===== src/design/cnlp_pkg.sv =====
`timescale 1ns / 1ps

package cnlp_pkg;

  // Parser phases of the reply text.
  typedef enum logic [3:0] {
    PH_IDLE,
    PH_LEN,
    PH_LENLF,
    PH_NODESTART,
    PH_FIELD,
    PH_SLOTBEGIN,
    PH_SLOTEND,
    PH_SLOTMOVE,
    PH_FINISHED,
    PH_ERROR
  } phase_t;

  typedef enum logic [2:0] {
    ST_CONTINUE = 3'd0,
    ST_FIELD    = 3'd1,
    ST_NODE     = 3'd2,
    ST_FINISHED = 3'd3,
    ST_ERROR    = 3'd4
  } status_t;

  typedef enum logic [1:0] {
    ROLE_UNKNOWN = 2'd0,
    ROLE_MASTER  = 2'd1,
    ROLE_SLAVE   = 2'd2
  } role_t;

  // Widths fixed by the field definitions.
  localparam int FILL_W  = 7;
  localparam int FNUM_W  = 4;
  localparam int SLOT_W  = 17;

  // One result word.
  typedef struct packed {
    status_t     status;
    logic [1:0]  field_index;
    logic [7:0]  field_char;
    role_t       node_role;
    logic        address_cleared;
    logic [15:0] slot_first;
    logic [15:0] slot_after;
  } res_t;

  // Contents of the input register.
  typedef struct packed {
    logic       valid;
    logic [7:0] data;
  } stage_t;

endpackage


===== src/design/cnlp_in_if.sv =====
`timescale 1ns / 1ps

interface cnlp_in_if;
  logic       valid;
  logic       ready;
  logic [7:0] data_byte;

  modport source (output valid, output data_byte, input ready);
  modport sink (input valid, input data_byte, output ready);
endinterface


===== src/design/cnlp_out_if.sv =====
`timescale 1ns / 1ps

interface cnlp_out_if;
  logic              valid;
  logic              ready;
  logic [2:0]        status;
  logic [1:0]        field_index;
  logic [7:0]        field_char;
  logic [1:0]        node_role;
  logic              address_cleared;
  logic signed [15:0] slot_first;
  logic signed [15:0] slot_after;

  modport source (output valid, output status, output field_index, output field_char,
                  output node_role, output address_cleared, output slot_first,
                  output slot_after, input ready);
  modport sink (input valid, input status, input field_index, input field_char,
                input node_role, input address_cleared, input slot_first,
                input slot_after, output ready);
endinterface


===== src/design/cnlp_in_reg.sv =====
`timescale 1ns / 1ps

module cnlp_in_reg (
  input  logic             clk,
  input  logic             rst_n,
  cnlp_in_if.sink          in_chan,
  input  logic             take,
  output cnlp_pkg::stage_t stage
);
  import cnlp_pkg::*;

  logic       valid_r;
  logic       valid_nxt;
  logic [7:0] data_r;
  logic       load;

  // The register can refill in the same cycle its word moves on.
  assign in_chan.ready = !valid_r || take;
  assign load          = in_chan.valid && in_chan.ready;

  always_comb begin
    valid_nxt = valid_r;
    if (load) begin
      valid_nxt = 1'b1;
    end else if (take) begin
      valid_nxt = 1'b0;
    end
  end

  always_ff @(posedge clk) begin
    if (!rst_n) begin
      valid_r <= 1'b0;
    end else begin
      valid_r <= valid_nxt;
    end
  end

  always_ff @(posedge clk) begin
    if (load) begin
      data_r <= in_chan.data_byte;
    end
  end

  assign stage.valid = valid_r;
  assign stage.data  = data_r;

endmodule


===== src/design/cnlp_out_reg.sv =====
`timescale 1ns / 1ps

module cnlp_out_reg (
  input  logic           clk,
  input  logic           rst_n,
  input  logic           load,
  input  cnlp_pkg::res_t res,
  output logic           free,
  cnlp_out_if.source     out_chan
);
  import cnlp_pkg::*;

  logic valid_r;
  logic valid_nxt;
  res_t res_r;

  assign free = !valid_r || out_chan.ready;

  always_comb begin
    valid_nxt = valid_r;
    if (load) begin
      valid_nxt = 1'b1;
    end else if (out_chan.ready) begin
      valid_nxt = 1'b0;
    end
  end

  always_ff @(posedge clk) begin
    if (!rst_n) begin
      valid_r <= 1'b0;
    end else begin
      valid_r <= valid_nxt;
    end
  end

  always_ff @(posedge clk) begin
    if (load) begin
      res_r <= res;
    end
  end

  assign out_chan.valid           = valid_r;
  assign out_chan.status          = res_r.status;
  assign out_chan.field_index     = res_r.field_index;
  assign out_chan.field_char      = res_r.field_char;
  assign out_chan.node_role       = res_r.node_role;
  assign out_chan.address_cleared = res_r.address_cleared;
  assign out_chan.slot_first      = $signed(res_r.slot_first);
  assign out_chan.slot_after      = $signed(res_r.slot_after);

endmodule


===== src/design/cnlp_parser.sv =====
`timescale 1ns / 1ps

module cnlp_parser #(
  parameter int FIELD_CAPACITY      = 64,
  parameter int SLOT_FIELD_POSITION = 8
) (
  input  logic           clk,
  input  logic           rst_n,
  input  logic           step,
  input  logic [7:0]     c,
  output cnlp_pkg::res_t res
);
  import cnlp_pkg::*;

  localparam logic [FILL_W-1:0] CAP      = FIELD_CAPACITY[FILL_W-1:0];
  localparam logic [FNUM_W-1:0] SLOT_POS = SLOT_FIELD_POSITION[FNUM_W-1:0];
  localparam logic [SLOT_W-1:0] SLOT_MAX = 17'd16384;
  localparam logic [SLOT_W-1:0] SLOT_NONE = '1;
  localparam logic [7:0] CH_DOLLAR = 8'h24;
  localparam logic [7:0] CH_CR     = 8'h0D;
  localparam logic [7:0] CH_LF     = 8'h0A;
  localparam logic [7:0] CH_SPACE  = 8'h20;
  localparam logic [7:0] CH_DASH   = 8'h2D;
  localparam logic [7:0] CH_BRACK  = 8'h5B;
  localparam logic [47:0] PAT_MASTER = 48'h6D6173746572;
  localparam logic [39:0] PAT_SLAVE  = 40'h736C617665;
  localparam logic [47:0] PAT_NOADDR = 48'h6E6F61646472;

  // Decimal accumulate of a nonnegative slot value, saturating.
  function automatic logic [SLOT_W-1:0] sat_mac(logic [SLOT_W-1:0] v, logic [3:0] d);
    logic [SLOT_W+1:0] w;
    w = ({2'b00, v} << 3) + ({2'b00, v} << 1) + {{(SLOT_W-2){1'b0}}, d};
    return (w > {2'b00, SLOT_MAX}) ? SLOT_MAX : w[SLOT_W-1:0];
  endfunction

  // Exclusive end from an inclusive one; minus one turns into zero.
  function automatic logic [SLOT_W-1:0] sat_inc(logic [SLOT_W-1:0] v);
    logic [SLOT_W-1:0] s;
    s = v + 17'd1;
    return (!s[SLOT_W-1] && (s > SLOT_MAX)) ? SLOT_MAX : s;
  endfunction

  phase_t              phase_r, phase_nxt;
  logic [FNUM_W-1:0]   fnum_r, fnum_nxt;
  logic [FILL_W-1:0]   fill_r [4];
  logic [FILL_W-1:0]   fill_nxt [4];
  logic [39:0]         recent_r, recent_nxt;
  logic [2:0]          hits_r, hits_nxt;
  role_t               role_r, role_nxt;
  logic                noaddr_r, noaddr_nxt;
  logic [SLOT_W-1:0]   rf_r, rf_nxt;
  logic [SLOT_W-1:0]   ra_r, ra_nxt;

  // Line state as seen by this byte: the first byte of a line starts fresh.
  logic                nl;
  logic [FNUM_W-1:0]   fn_e;
  logic [FILL_W-1:0]   fill_e [4];
  logic [39:0]         recent_e;
  logic [2:0]          hits_e;
  role_t               role_e;
  logic                noaddr_e;
  logic [SLOT_W-1:0]   rf_e, ra_e;

  logic                digit;
  logic [3:0]          dval;
  logic                fn_low;
  logic                full;
  logic [47:0]         seq;
  logic [SLOT_W-1:0]   end_first, end_after;

  assign digit = (c >= 8'h30) && (c <= 8'h39);
  assign dval  = c[3:0];
  assign nl    = (phase_r == PH_NODESTART) && (c != CH_CR);

  always_comb begin
    fn_e     = nl ? '0 : fnum_r;
    recent_e = nl ? '0 : recent_r;
    hits_e   = nl ? '0 : hits_r;
    role_e   = nl ? ROLE_UNKNOWN : role_r;
    noaddr_e = nl ? 1'b0 : noaddr_r;
    rf_e     = nl ? SLOT_NONE : rf_r;
    ra_e     = nl ? SLOT_NONE : ra_r;
    for (int i = 0; i < 4; i++) begin
      fill_e[i] = nl ? '0 : fill_r[i];
    end
  end

  assign fn_low    = (fn_e < 4'd4);
  assign full      = fill_e[fn_e[1:0]] >= CAP;
  assign seq       = {recent_e, c};
  assign end_first = sat_inc(rf_e);
  assign end_after = sat_inc(ra_e);

  // Next phase.
  always_comb begin
    phase_nxt = phase_r;
    unique case (phase_r)
      PH_IDLE:   phase_nxt = (c == CH_DOLLAR) ? PH_LEN : PH_ERROR;
      PH_LEN: begin
        if (digit) begin
          phase_nxt = PH_LEN;
        end else if (c == CH_CR) begin
          phase_nxt = PH_LENLF;
        end else begin
          phase_nxt = PH_ERROR;
        end
      end
      PH_LENLF:  phase_nxt = (c == CH_LF) ? PH_NODESTART : PH_ERROR;
      PH_NODESTART, PH_FIELD: begin
        priority if (phase_r == PH_NODESTART && c == CH_CR) begin
          phase_nxt = PH_FINISHED;
        end else if (c == CH_SPACE) begin
          phase_nxt = ((fn_e + 4'd1) == SLOT_POS) ? PH_SLOTBEGIN : PH_FIELD;
        end else if (c == CH_LF) begin
          phase_nxt = PH_NODESTART;
        end else if (fn_low && full) begin
          phase_nxt = PH_ERROR;
        end else begin
          phase_nxt = PH_FIELD;
        end
      end
      PH_SLOTBEGIN: begin
        priority if (digit || c == CH_SPACE) begin
          phase_nxt = PH_SLOTBEGIN;
        end else if (c == CH_DASH) begin
          phase_nxt = PH_SLOTEND;
        end else if (c == CH_BRACK) begin
          phase_nxt = PH_SLOTMOVE;
        end else if (c == CH_LF) begin
          phase_nxt = PH_NODESTART;
        end else begin
          phase_nxt = PH_ERROR;
        end
      end
      PH_SLOTEND: begin
        priority if (digit) begin
          phase_nxt = PH_SLOTEND;
        end else if (c == CH_SPACE) begin
          phase_nxt = PH_SLOTBEGIN;
        end else if (c == CH_LF) begin
          phase_nxt = PH_NODESTART;
        end else begin
          phase_nxt = PH_ERROR;
        end
      end
      PH_SLOTMOVE: begin
        priority if (c == CH_SPACE) begin
          phase_nxt = PH_SLOTBEGIN;
        end else if (c == CH_LF) begin
          phase_nxt = PH_NODESTART;
        end else begin
          phase_nxt = PH_SLOTMOVE;
        end
      end
      PH_FINISHED: phase_nxt = PH_FINISHED;
      default:     phase_nxt = PH_ERROR;
    endcase
  end

  // Result word and line state.
  always_comb begin
    res        = '0;
    fnum_nxt   = fn_e;
    recent_nxt = recent_e;
    hits_nxt   = hits_e;
    role_nxt   = role_e;
    noaddr_nxt = noaddr_e;
    rf_nxt     = rf_e;
    ra_nxt     = ra_e;
    fill_nxt   = fill_e;
    unique case (phase_r)
      PH_IDLE: begin
        if (c != CH_DOLLAR) begin
          res.status = ST_ERROR;
        end
      end
      PH_LEN: begin
        if (!digit && c != CH_CR) begin
          res.status = ST_ERROR;
        end
      end
      PH_LENLF: begin
        if (c != CH_LF) begin
          res.status = ST_ERROR;
        end
      end
      PH_NODESTART, PH_FIELD: begin
        priority if (phase_r == PH_NODESTART && c == CH_CR) begin
          res.status = ST_FINISHED;
        end else if (c == CH_SPACE) begin
          if (fn_e == 4'd2) begin
            // Master wins over slave when both were seen.
            if (hits_e[0]) begin
              role_nxt = ROLE_MASTER;
            end else if (hits_e[1]) begin
              role_nxt = ROLE_SLAVE;
            end
            if (hits_e[2]) begin
              noaddr_nxt = 1'b1;
            end
          end
          fnum_nxt = fn_e + 4'd1;
        end else if (c == CH_LF) begin
          res.status          = ST_NODE;
          res.node_role       = role_e;
          res.address_cleared = noaddr_e;
          res.slot_first      = rf_e[15:0];
          res.slot_after      = ra_e[15:0];
        end else if (fn_low) begin
          if (full) begin
            res.status = ST_ERROR;
          end else begin
            fill_nxt[fn_e[1:0]] = fill_e[fn_e[1:0]] + 7'd1;
            if (fn_e == 4'd2) begin
              hits_nxt[0] = hits_e[0] | (seq == PAT_MASTER);
              hits_nxt[1] = hits_e[1] | (seq[39:0] == PAT_SLAVE);
              hits_nxt[2] = hits_e[2] | (seq == PAT_NOADDR);
              recent_nxt  = seq[39:0];
            end
            res.status      = ST_FIELD;
            res.field_index = fn_e[1:0];
            res.field_char  = c;
          end
        end
      end
      PH_SLOTBEGIN: begin
        priority if (digit) begin
          rf_nxt = rf_e[SLOT_W-1] ? {13'd0, dval} : sat_mac(rf_e, dval);
        end else if (c == CH_DASH) begin
          ra_nxt = '0;
        end else if (c == CH_BRACK) begin
          rf_nxt = rf_e;
        end else if (c == CH_SPACE || c == CH_LF) begin
          res.status          = ST_NODE;
          res.node_role       = role_e;
          res.address_cleared = noaddr_e;
          res.slot_first      = rf_e[15:0];
          res.slot_after      = end_first[15:0];
          if (c == CH_LF) begin
            ra_nxt = end_first;
          end else begin
            rf_nxt = SLOT_NONE;
            ra_nxt = SLOT_NONE;
          end
        end else begin
          res.status = ST_ERROR;
        end
      end
      PH_SLOTEND: begin
        priority if (digit) begin
          ra_nxt = sat_mac(ra_e, dval);
        end else if (c == CH_SPACE || c == CH_LF) begin
          res.status          = ST_NODE;
          res.node_role       = role_e;
          res.address_cleared = noaddr_e;
          res.slot_first      = rf_e[15:0];
          res.slot_after      = end_after[15:0];
          if (c == CH_LF) begin
            ra_nxt = end_after;
          end else begin
            rf_nxt = SLOT_NONE;
            ra_nxt = SLOT_NONE;
          end
        end else begin
          res.status = ST_ERROR;
        end
      end
      PH_SLOTMOVE: begin
        // Migration entries are skipped up to the next space.
        if (c == CH_SPACE) begin
          rf_nxt = SLOT_NONE;
          ra_nxt = SLOT_NONE;
        end else if (c == CH_LF) begin
          res.status          = ST_NODE;
          res.node_role       = role_e;
          res.address_cleared = noaddr_e;
          res.slot_first      = rf_e[15:0];
          res.slot_after      = ra_e[15:0];
        end
      end
      PH_FINISHED: res.status = ST_FINISHED;
      default:     res.status = ST_ERROR;
    endcase
  end

  always_ff @(posedge clk) begin
    if (!rst_n) begin
      phase_r  <= PH_IDLE;
      fnum_r   <= '0;
      recent_r <= '0;
      hits_r   <= '0;
      role_r   <= ROLE_UNKNOWN;
      noaddr_r <= 1'b0;
      rf_r     <= SLOT_NONE;
      ra_r     <= SLOT_NONE;
      for (int i = 0; i < 4; i++) begin
        fill_r[i] <= '0;
      end
    end else if (step) begin
      phase_r  <= phase_nxt;
      fnum_r   <= fnum_nxt;
      recent_r <= recent_nxt;
      hits_r   <= hits_nxt;
      role_r   <= role_nxt;
      noaddr_r <= noaddr_nxt;
      rf_r     <= rf_nxt;
      ra_r     <= ra_nxt;
      for (int i = 0; i < 4; i++) begin
        fill_r[i] <= fill_nxt[i];
      end
    end
  end

`ifndef SYNTHESIS
  a_error_sticky: assert property (@(posedge clk) disable iff (!rst_n)
    phase_r == PH_ERROR |=> phase_r == PH_ERROR)
    else $error("error phase was left");

  a_finished_sticky: assert property (@(posedge clk) disable iff (!rst_n)
    phase_r == PH_FINISHED |=> phase_r == PH_FINISHED)
    else $error("finished phase was left");

  a_first_range: assert property (@(posedge clk) disable iff (!rst_n)
    rf_r[SLOT_W-1] ? (rf_r == SLOT_NONE) : (rf_r <= SLOT_MAX))
    else $error("first slot out of range");

  a_dollar_start: assert property (@(posedge clk) disable iff (!rst_n)
    step && phase_r == PH_IDLE && res.status != ST_ERROR |=> phase_r == PH_LEN)
    else $error("accepted dollar sign did not start the length");
`endif

endmodule


===== src/design/cluster_node_list_parser_core.sv =====
`timescale 1ns / 1ps
// A byte accepted into the input register is parsed and its word loaded into the result
// register, from which the receiver takes it; a stalled result holds it longer.
// Throughput: one byte per cycle while the receiver keeps taking results, one result word
// per byte, set by the combinational update of the parse state between the two registers.
// Reset: synchronous, active low; the parser returns to waiting for a dollar sign.

module cluster_node_list_parser_core #(
  parameter int FIELD_CAPACITY      = 64,
  parameter int SLOT_FIELD_POSITION = 8
) (
  input  logic        clk,
  input  logic        rst_n,
  cnlp_in_if.sink     in_chan,
  cnlp_out_if.source  out_chan
);
  import cnlp_pkg::*;

  stage_t stage;
  res_t   res;
  logic   out_free;
  logic   step;

  // A byte in the input register is parsed when the result register can take
  // its word: either it is empty or its word leaves in this same cycle.
  assign step = stage.valid && out_free;

  // Input register; it refills in the cycle its byte is parsed, so a new word
  // is taken every cycle while results flow.
  cnlp_in_reg u_in_reg (
    .clk     (clk),
    .rst_n   (rst_n),
    .in_chan (in_chan),
    .take    (step),
    .stage   (stage)
  );

  // Parse state and the combinational update for one byte. All state
  // advances only when a byte is parsed, so stalls on either side hold it.
  cnlp_parser #(
    .FIELD_CAPACITY      (FIELD_CAPACITY),
    .SLOT_FIELD_POSITION (SLOT_FIELD_POSITION)
  ) u_parser (
    .clk   (clk),
    .rst_n (rst_n),
    .step  (step),
    .c     (stage.data),
    .res   (res)
  );

  // Result register that drives the output channel.
  cnlp_out_reg u_out_reg (
    .clk      (clk),
    .rst_n    (rst_n),
    .load     (step),
    .res      (res),
    .free     (out_free),
    .out_chan (out_chan)
  );

endmodule


===== src/flat_wrapper.sv =====
// flat-port wrapper written by rule: the top's interface ports become plain ports
module cluster_node_list_parser_core_flat import cnlp_pkg::*;
#(
  parameter int FIELD_CAPACITY      = 64,
  parameter int SLOT_FIELD_POSITION = 8
)
  (clk, rst_n, in_chan_valid, in_chan_data_byte, in_chan_ready, out_chan_valid, out_chan_status, out_chan_field_index, out_chan_field_char, out_chan_node_role, out_chan_address_cleared, out_chan_slot_first, out_chan_slot_after, out_chan_ready);
  cnlp_in_if in_chan_i ();
  cnlp_out_if out_chan_i ();
  input  logic clk;
  input  logic rst_n;
  input wire logic [$bits(in_chan_i.valid)-1:0] in_chan_valid;
  input wire logic [$bits(in_chan_i.data_byte)-1:0] in_chan_data_byte;
  output wire logic [$bits(in_chan_i.ready)-1:0] in_chan_ready;
  output wire logic [$bits(out_chan_i.valid)-1:0] out_chan_valid;
  output wire logic [$bits(out_chan_i.status)-1:0] out_chan_status;
  output wire logic [$bits(out_chan_i.field_index)-1:0] out_chan_field_index;
  output wire logic [$bits(out_chan_i.field_char)-1:0] out_chan_field_char;
  output wire logic [$bits(out_chan_i.node_role)-1:0] out_chan_node_role;
  output wire logic [$bits(out_chan_i.address_cleared)-1:0] out_chan_address_cleared;
  output wire logic [$bits(out_chan_i.slot_first)-1:0] out_chan_slot_first;
  output wire logic [$bits(out_chan_i.slot_after)-1:0] out_chan_slot_after;
  input wire logic [$bits(out_chan_i.ready)-1:0] out_chan_ready;
  assign in_chan_i.valid = in_chan_valid;
  assign in_chan_i.data_byte = in_chan_data_byte;
  assign in_chan_ready = in_chan_i.ready;
  assign out_chan_valid = out_chan_i.valid;
  assign out_chan_status = out_chan_i.status;
  assign out_chan_field_index = out_chan_i.field_index;
  assign out_chan_field_char = out_chan_i.field_char;
  assign out_chan_node_role = out_chan_i.node_role;
  assign out_chan_address_cleared = out_chan_i.address_cleared;
  assign out_chan_slot_first = out_chan_i.slot_first;
  assign out_chan_slot_after = out_chan_i.slot_after;
  assign out_chan_i.ready = out_chan_ready;
  cluster_node_list_parser_core #(.FIELD_CAPACITY(FIELD_CAPACITY), .SLOT_FIELD_POSITION(SLOT_FIELD_POSITION)) u_core (.clk(clk), .rst_n(rst_n), .in_chan(in_chan_i), .out_chan(out_chan_i));
endmodule

===== config.mk =====
export PLATFORM = sky130hd
export DESIGN_NAME = cluster_node_list_parser_core_flat
export DESIGN_NICKNAME = d
export VERILOG_FILES = /design/src/design/cnlp_pkg.sv /design/src/design/cnlp_in_if.sv /design/src/design/cnlp_out_if.sv /design/src/design/cnlp_in_reg.sv /design/src/design/cnlp_out_reg.sv /design/src/design/cnlp_parser.sv /design/src/design/cluster_node_list_parser_core.sv /design/src/flat_wrapper.sv
export SDC_FILE = /design/constraint.sdc
export NUM_CORES = 1
export LEC_CHECK = 0
export BUFFER_PORTS_ARGS = -buffer_cell sky130_fd_sc_hd__buf_2
export CAP_MARGIN = 20
export CORE_MARGIN = 5
export CORE_UTILIZATION = 35
export DETAILED_ROUTE_END_ITERATION = 16
export GPL_TIMING_DRIVEN = 0
export SYNTH_ARGS = -nofsm -noshare
export SYNTH_HDL_FRONTEND = slang
export SYNTH_HIERARCHICAL = 1
export SYNTH_SLANG_ARGS = --single-unit

===== constraint.sdc =====
create_clock -name clk -period 14.8 [get_ports clk]
set_clock_uncertainty 0.2 [all_clocks]
set_input_delay 1.48 -clock clk [delete_from_list [all_inputs] [get_ports clk]]
set_output_delay 1.48 -clock clk [all_outputs]
set_load 0.05 [all_outputs]

### Word-level counts from Yosys, hierarchy flattened

Memories as Yosys holds them, arrays and structs flattened.
Cells that the tools add are included.

* flip-flop bits (word level): 146
* RAM bits: 28
* memories: 1
* input port bits: 12

* reduce and logical (&&, ||, !) cells: 24
* bitwise operators: 10
* add/sub/neg operators: 8
* magnitude comparators: 10
* multiplexer cells: 131
* equal/unequal tests: 22

Memory list
* u_core.u_parser.fill_r: depth 4, width 7, read ports 4, clocked after memory_dff 0, wr ports 4, RTL line cnlp_parser.sv:45 `logic [FILL_W-1:0] fill_r [4];`

Operators with widths (count)
* $mux W17: 23
* $mux W40: 8
* $mux W35: 9
* $mux W28: 6
* $pmux W35 S4: 1
* $pmux W17 S3: 2
* $eq A48 B47 Y1 const B: 2
* $mux W7: 11
* $mux W4: 17
* $mux W3: 21
* $mux W48: 1
* $eq A40 B39 Y1 const B: 1
* $add A19 B18 Y19: 2
* $add A19 B4 Y19: 2
* $gt A19 B15 Y1 const B: 2
* $add A17 B1 Y17 const B: 2
* $gt A17 B15 Y1 const B: 2
* $pmux W4 S8: 1
* $bwmux W28: 1
* $eq A8 B6 Y1 const B: 3
* $pmux W3 S8: 1
* $mux W10: 2
* $mux W2: 9
* $eq A4 B3 Y1 const B: 4
* 29 further kinds: 72

### Depth between registers and ports, before layout

* depth in word-level cells: 16
* gate-level depth with buffers: 23
* mapped depth without buffers: 16

### Hierarchy

The synthesis kept the hierarchy.

Modules (own cells, without submodules)
* cnlp_parser: cells an instance 1513, instances 1, area each 11307.1 um2
* cnlp_out_reg: cells an instance 52, instances 1, area each 1490.2 um2
* cnlp_in_reg: cells an instance 14, instances 1, area each 305.3 um2
* cluster_node_list_parser_core: cells an instance 1, instances 1, area each 6.3 um2

### Least setup slack after synthesis

Ideal clock, no wire load.

* kind: register -> register
* start: reg u_core.u_in_reg.data_r[3]
* end: reg u_core.u_parser.rf_r[4]
* arrival time: 5.741 ns
* buffers on the path: 8
* data required time: 14.485 ns
* cell stages (with the launch flop): 23
* setup slack: 8.745 ns
* setup time: 0.115 ns
* cells stage by stage: edfxtp_1 clkbuf_2 or4b_1 o21ai_2 buf_2 buf_2 buf_1 clkbuf_1 buf_1 nand2_1 ha_1 ha_1 clkbuf_1 a2111oi_0 o21ai_0 and2_1 and4_1 a2111oi_0 mux2_2 o211ai_1 clkbuf_1 o211ai_1 o21a_1

* longest elaborated chain between the ends: 10

RTL lines
* from (decl): RTL line cnlp_in_reg.sv:14 `logic [7:0] data_r;`
* from (signal assigned): RTL line cnlp_in_reg.sv:40 `data_r <= in_chan.data_byte;`
* $ne A8 B4 Y1: RTL line cnlp_parser.sv:73 `assign nl = (phase_r == PH_NODESTART) && (c != CH_CR);`
* $logic_and A1 B1 Y1: RTL line cnlp_parser.sv:73
* $mux W17: RTL line cnlp_parser.sv:81 `rf_e = nl ? SLOT_NONE : rf_r;`
* $add A19 B18 Y19: RTL line cnlp_parser.sv:32 `w = ({2'b00, v} << 3) + ({2'b00, v} << 1) + {{(SLOT_W-2){1'b0}}, d};`
* $add A19 B4 Y19: RTL line cnlp_parser.sv:32
* $gt A19 B15 Y1: RTL line cnlp_parser.sv:33 `return (w > {2'b00, SLOT_MAX}) ? SLOT_MAX : w[SLOT_W-1:0];`
* $mux W17: RTL line cnlp_parser.sv:33
* $mux W17: RTL line cnlp_parser.sv:228 `rf_nxt = rf_e[SLOT_W-1] ? {13'd0, dval} : sat_mac(rf_e, dval);`
* $mux W17: RTL line cnlp_parser.sv:227 `priority if (digit) begin`
* $pmux W17 S3 *: RTL line cnlp_parser.sv:171 `unique case (phase_r)`
* to (signal assigned): RTL line cnlp_parser.sv:306 `rf_r <= rf_nxt;`
* to (decl): RTL line cnlp_parser.sv:51 `logic [SLOT_W-1:0] rf_r, rf_nxt;`

Every way passes the cells marked *; elsewhere a longest branch is shown, timed or not.
A chain may end at the register's enable or synchronous reset.

### Worst setup path after layout

* start: reg u_core.u_in_reg.data_r[2]
* end: reg u_core.u_parser.rf_r[5]

Same word-level chain as after synthesis.

==> results.tsv <==
metric	value	unit
routed.top_layer	met4	
hold_viol	0	
start_kind	register	
final_cell_mix	165 x nor2_1, 125 x nand2_1, 97 x a21oi_1	
crit_arrival	9.65	ns
area_growth	11.9	%
switching_share	0.322	
first_pass_iters	6	
pwr-share-comb	0.163	
port_buffers	61	
ant_nets	0	
ys_warn_count	6	
finalPower	1.20	mW
fin_crit_sh	0.643	
clkPwrFrac	0.396	
num_antenna_cells	0	
initial_core_util	0.356	
cts-root-buf	clkbuf_16	
worst_pin_slew	1.15	ns
netlist_area	13100	um^2
grt_antenna_before_repair	0	
wl	50.8	mm
drive_above_1_share	0.0871	
synth.area.top_cells	edfxtp_1 19%, dfxtp_1 14%, ha_1 7.2%	
die_h	204	um
async_reset_ff_frac	0	
setup_ws	5.29	ns
core	36800	um^2
p_leak	5.32	nW
rsz0062_at_grt	false	
min_period	9.51	ns
grt_pass1_wl	77.2	mm
worst_hold_slack	0.295	ns
cts_tree	yes	
dr_wl_met3	5.00	mm
postCtsHoldBufs	0	
switchingPower	0.388	mW
dp_slack	5.81	ns
drcViolationCount	0	
post_dp_cell_area	14000	um^2
rows	70	
status	completed	
critPathKind	register to register	
ys_seq_area_frac	0.330	
dp_hpwl	37.1	mm
synth.largest_area_cell	edfxtp_1	
clkLatencyLatePin	0.47	ns
pin_count	62	
synth_fp_nets	1671	
wire_per_inst	23.7	um
max_freq	105	MHz
synth_cell_types	90	
final_max_slew_viol_count	0	
synth_edf_count	84	
cts_buffer_depth	2	
critPathRequiredTime	14.94	ns
p_per_area	82.1	nW/um^2
wl_met2	22.0	mm
dominantRegCellSynth	dfxtp_1	
drtIter0Drc	2053	
crit_fanout	11	
vias_per_cell	6.34	
h-tree-depth	4	
die_w	204	um
finalNonFillerCells	2145	
track_usage	0.238	
seqPwrFrac	0.442	
worst_ir_drop_vdd	0.0000683	V
grt_start_max_net_pins	32	
maxSlewHeadroom	0.225	
clock-sinks	174	
synth-seq-cells	174	
cts_buffers	17	
post-route-util	0.399	
clkTransAtPathRegs	0.08	ns
final_area	14700	um^2
grt_overflow	0	
maxCapViolCount	0	
first_global_vias	13000	
setup_tns	0	ns
final_common_cell	nor2_1	
setup-violations-final	0	
dp.cells	2112	
hold_class	register to register	
place.gp.congestion	1.05	
end_kind	register	
avgSynthCellArea	8.30	um^2
synth_top_area_frac	0.192	
internal-power	0.816	mW
num_vias	13600	
synth_cells	1580	
met1_length	21.1	mm
die-area	41400	um^2
post_cts.repair.setup_buffers	0	
nets	1755	
post_cts_resized	0	
-- registers in the layout, indices dropped and copies added (netlist names), 2 cells and up --
| signal | count |
|---|---|
| u_core/u_parser/role_r | 2 |
| u_core/u_out_reg/out_chan.status | 3 |
| u_core/u_parser/fill_r | 28 |
| u_core/u_parser/hits_r | 3 |
| u_core/u_out_reg/out_chan.node_role | 2 |
| u_core/u_out_reg/out_chan.field_char | 8 |
| u_core/u_parser/ra_r | 17 |
| u_core/u_parser/fnum_r | 4 |
| u_core/u_out_reg/out_chan.slot_after | 16 |
| u_core/u_parser/phase_r | 4 |
| u_core/u_in_reg/data_r | 8 |
| u_core/u_out_reg/out_chan.slot_first | 16 |
| u_core/u_parser/recent_r | 40 |
| u_core/u_parser/rf_r | 17 |
| u_core/u_out_reg/out_chan.field_index | 2 |
-- final cells by class --
type,count,area [um^2]
clock buffer,17,425
sequential,174,4320
inverter,44,165
clock inverter,15,184
buffer,116,480
fill,3785,22100
tap,468,586
multi-input combinational,1246,8140
timing repair buffer,65,360
-- final timing paths --
path	startpoint	endpoint	slack, ns	cells after the start
max	u_core/u_in_reg/data_r[2]$_DFFE_PP_	u_core/u_parser/rf_r[5]$_SDFFE_PN1P_	5.29	21
min	u_core/u_out_reg/out_chan.valid$_SDFFE_PN0P_	u_core/u_out_reg/out_chan.valid$_SDFFE_PN0P_	0.30	2
max reg2reg	u_core/u_in_reg/data_r[2]$_DFFE_PP_	u_core/u_parser/rf_r[5]$_SDFFE_PN1P_	5.29	21
min reg2reg	u_core/u_out_reg/out_chan.valid$_SDFFE_PN0P_	u_core/u_out_reg/out_chan.valid$_SDFFE_PN0P_	0.30	2
-- power by group through the flow --
stage               registers, mW  clock network [mW]  logic (mW)
floorplan                   0.565                   0       0.113
global placement            0.543                   0       0.188
detailed placement          0.543                   0       0.191
CTS                         0.532               0.483       0.192
global route                0.534               0.501       0.210
finish                      0.532               0.476       0.196
-- worst max-delay path: stages (launching register included) --
cell and delay (ns):
edfxtp_1 0.68, and4bb_2 0.42, a21oi_2 0.37, clkbuf_1 0.68, clkbuf_1 0.79, clkbuf_1 0.83
clkbuf_1 0.57, clkbuf_1 0.82, nor2_1 0.20, inv_1 0.16, ha_1 0.24, ha_1 0.36
a2111oi_0 0.39, o21ai_0 0.26, and2_1 0.23, and4_1 0.20, a2111oi_0 0.47, mux2_2 0.39
o211ai_1 0.37, clkbuf_1 0.44, o22ai_1 0.16, o21a_1 0.14
-- routing by layer --
metal / track usage / vias up
li1: - / 6126
met1: 0.322 / 6532
met2: 0.366 / 760
met3: 0.0467 / 183
met4: 0.117 / 0
met5: 0 / -
-- Yosys cell counts, types with 7 or more instances --
| master | n |
|---|---|
| o2111ai_1 | 7 |
| o31ai_1 | 9 |
| o211ai_1 | 26 |
| clkbuf_1 | 91 |
| a21o_1 | 16 |
| nand2_1 | 125 |
| o221ai_1 | 11 |
| and2_1 | 27 |
| o21ai_0 | 93 |
| a2111oi_0 | 8 |
| a21oi_1 | 97 |
| a31oi_1 | 23 |
| buf_2 | 7 |
| a221oi_1 | 7 |
| xnor2_1 | 21 |
| nor2_1 | 165 |
| nor2b_1 | 62 |
| nand3_1 | 48 |
| or3_1 | 13 |
| inv_1 | 43 |
| ha_1 | 75 |
| dfxtp_1 | 90 |
| and4_1 | 8 |
| nor3_1 | 43 |
| xor2_1 | 21 |
| a32oi_1 | 11 |
| buf_1 | 11 |
| mux4_2 | 7 |
| nand2b_1 | 26 |
| a211oi_1 | 17 |
| nand4_1 | 29 |
| edfxtp_1 | 84 |
| o32ai_1 | 8 |
| nor3b_1 | 8 |
| o22ai_1 | 12 |
| nor4_1 | 19 |
| a22oi_1 | 49 |
| o21a_1 | 17 |
| and3_1 | 19 |
| or4_1 | 7 |
-- cells by family after synthesis --
family	synth area share
muxes	0.0175
AOI/OAI and AO/OA	0.245
buffers and inverters	0.0492
xor gates and xnor gates	0.0281
and+or+nand+nor	0.252
adders and majority gates	0.0777
DFF	0.330
No activity file was read; power rests on OpenSTA's default activity.
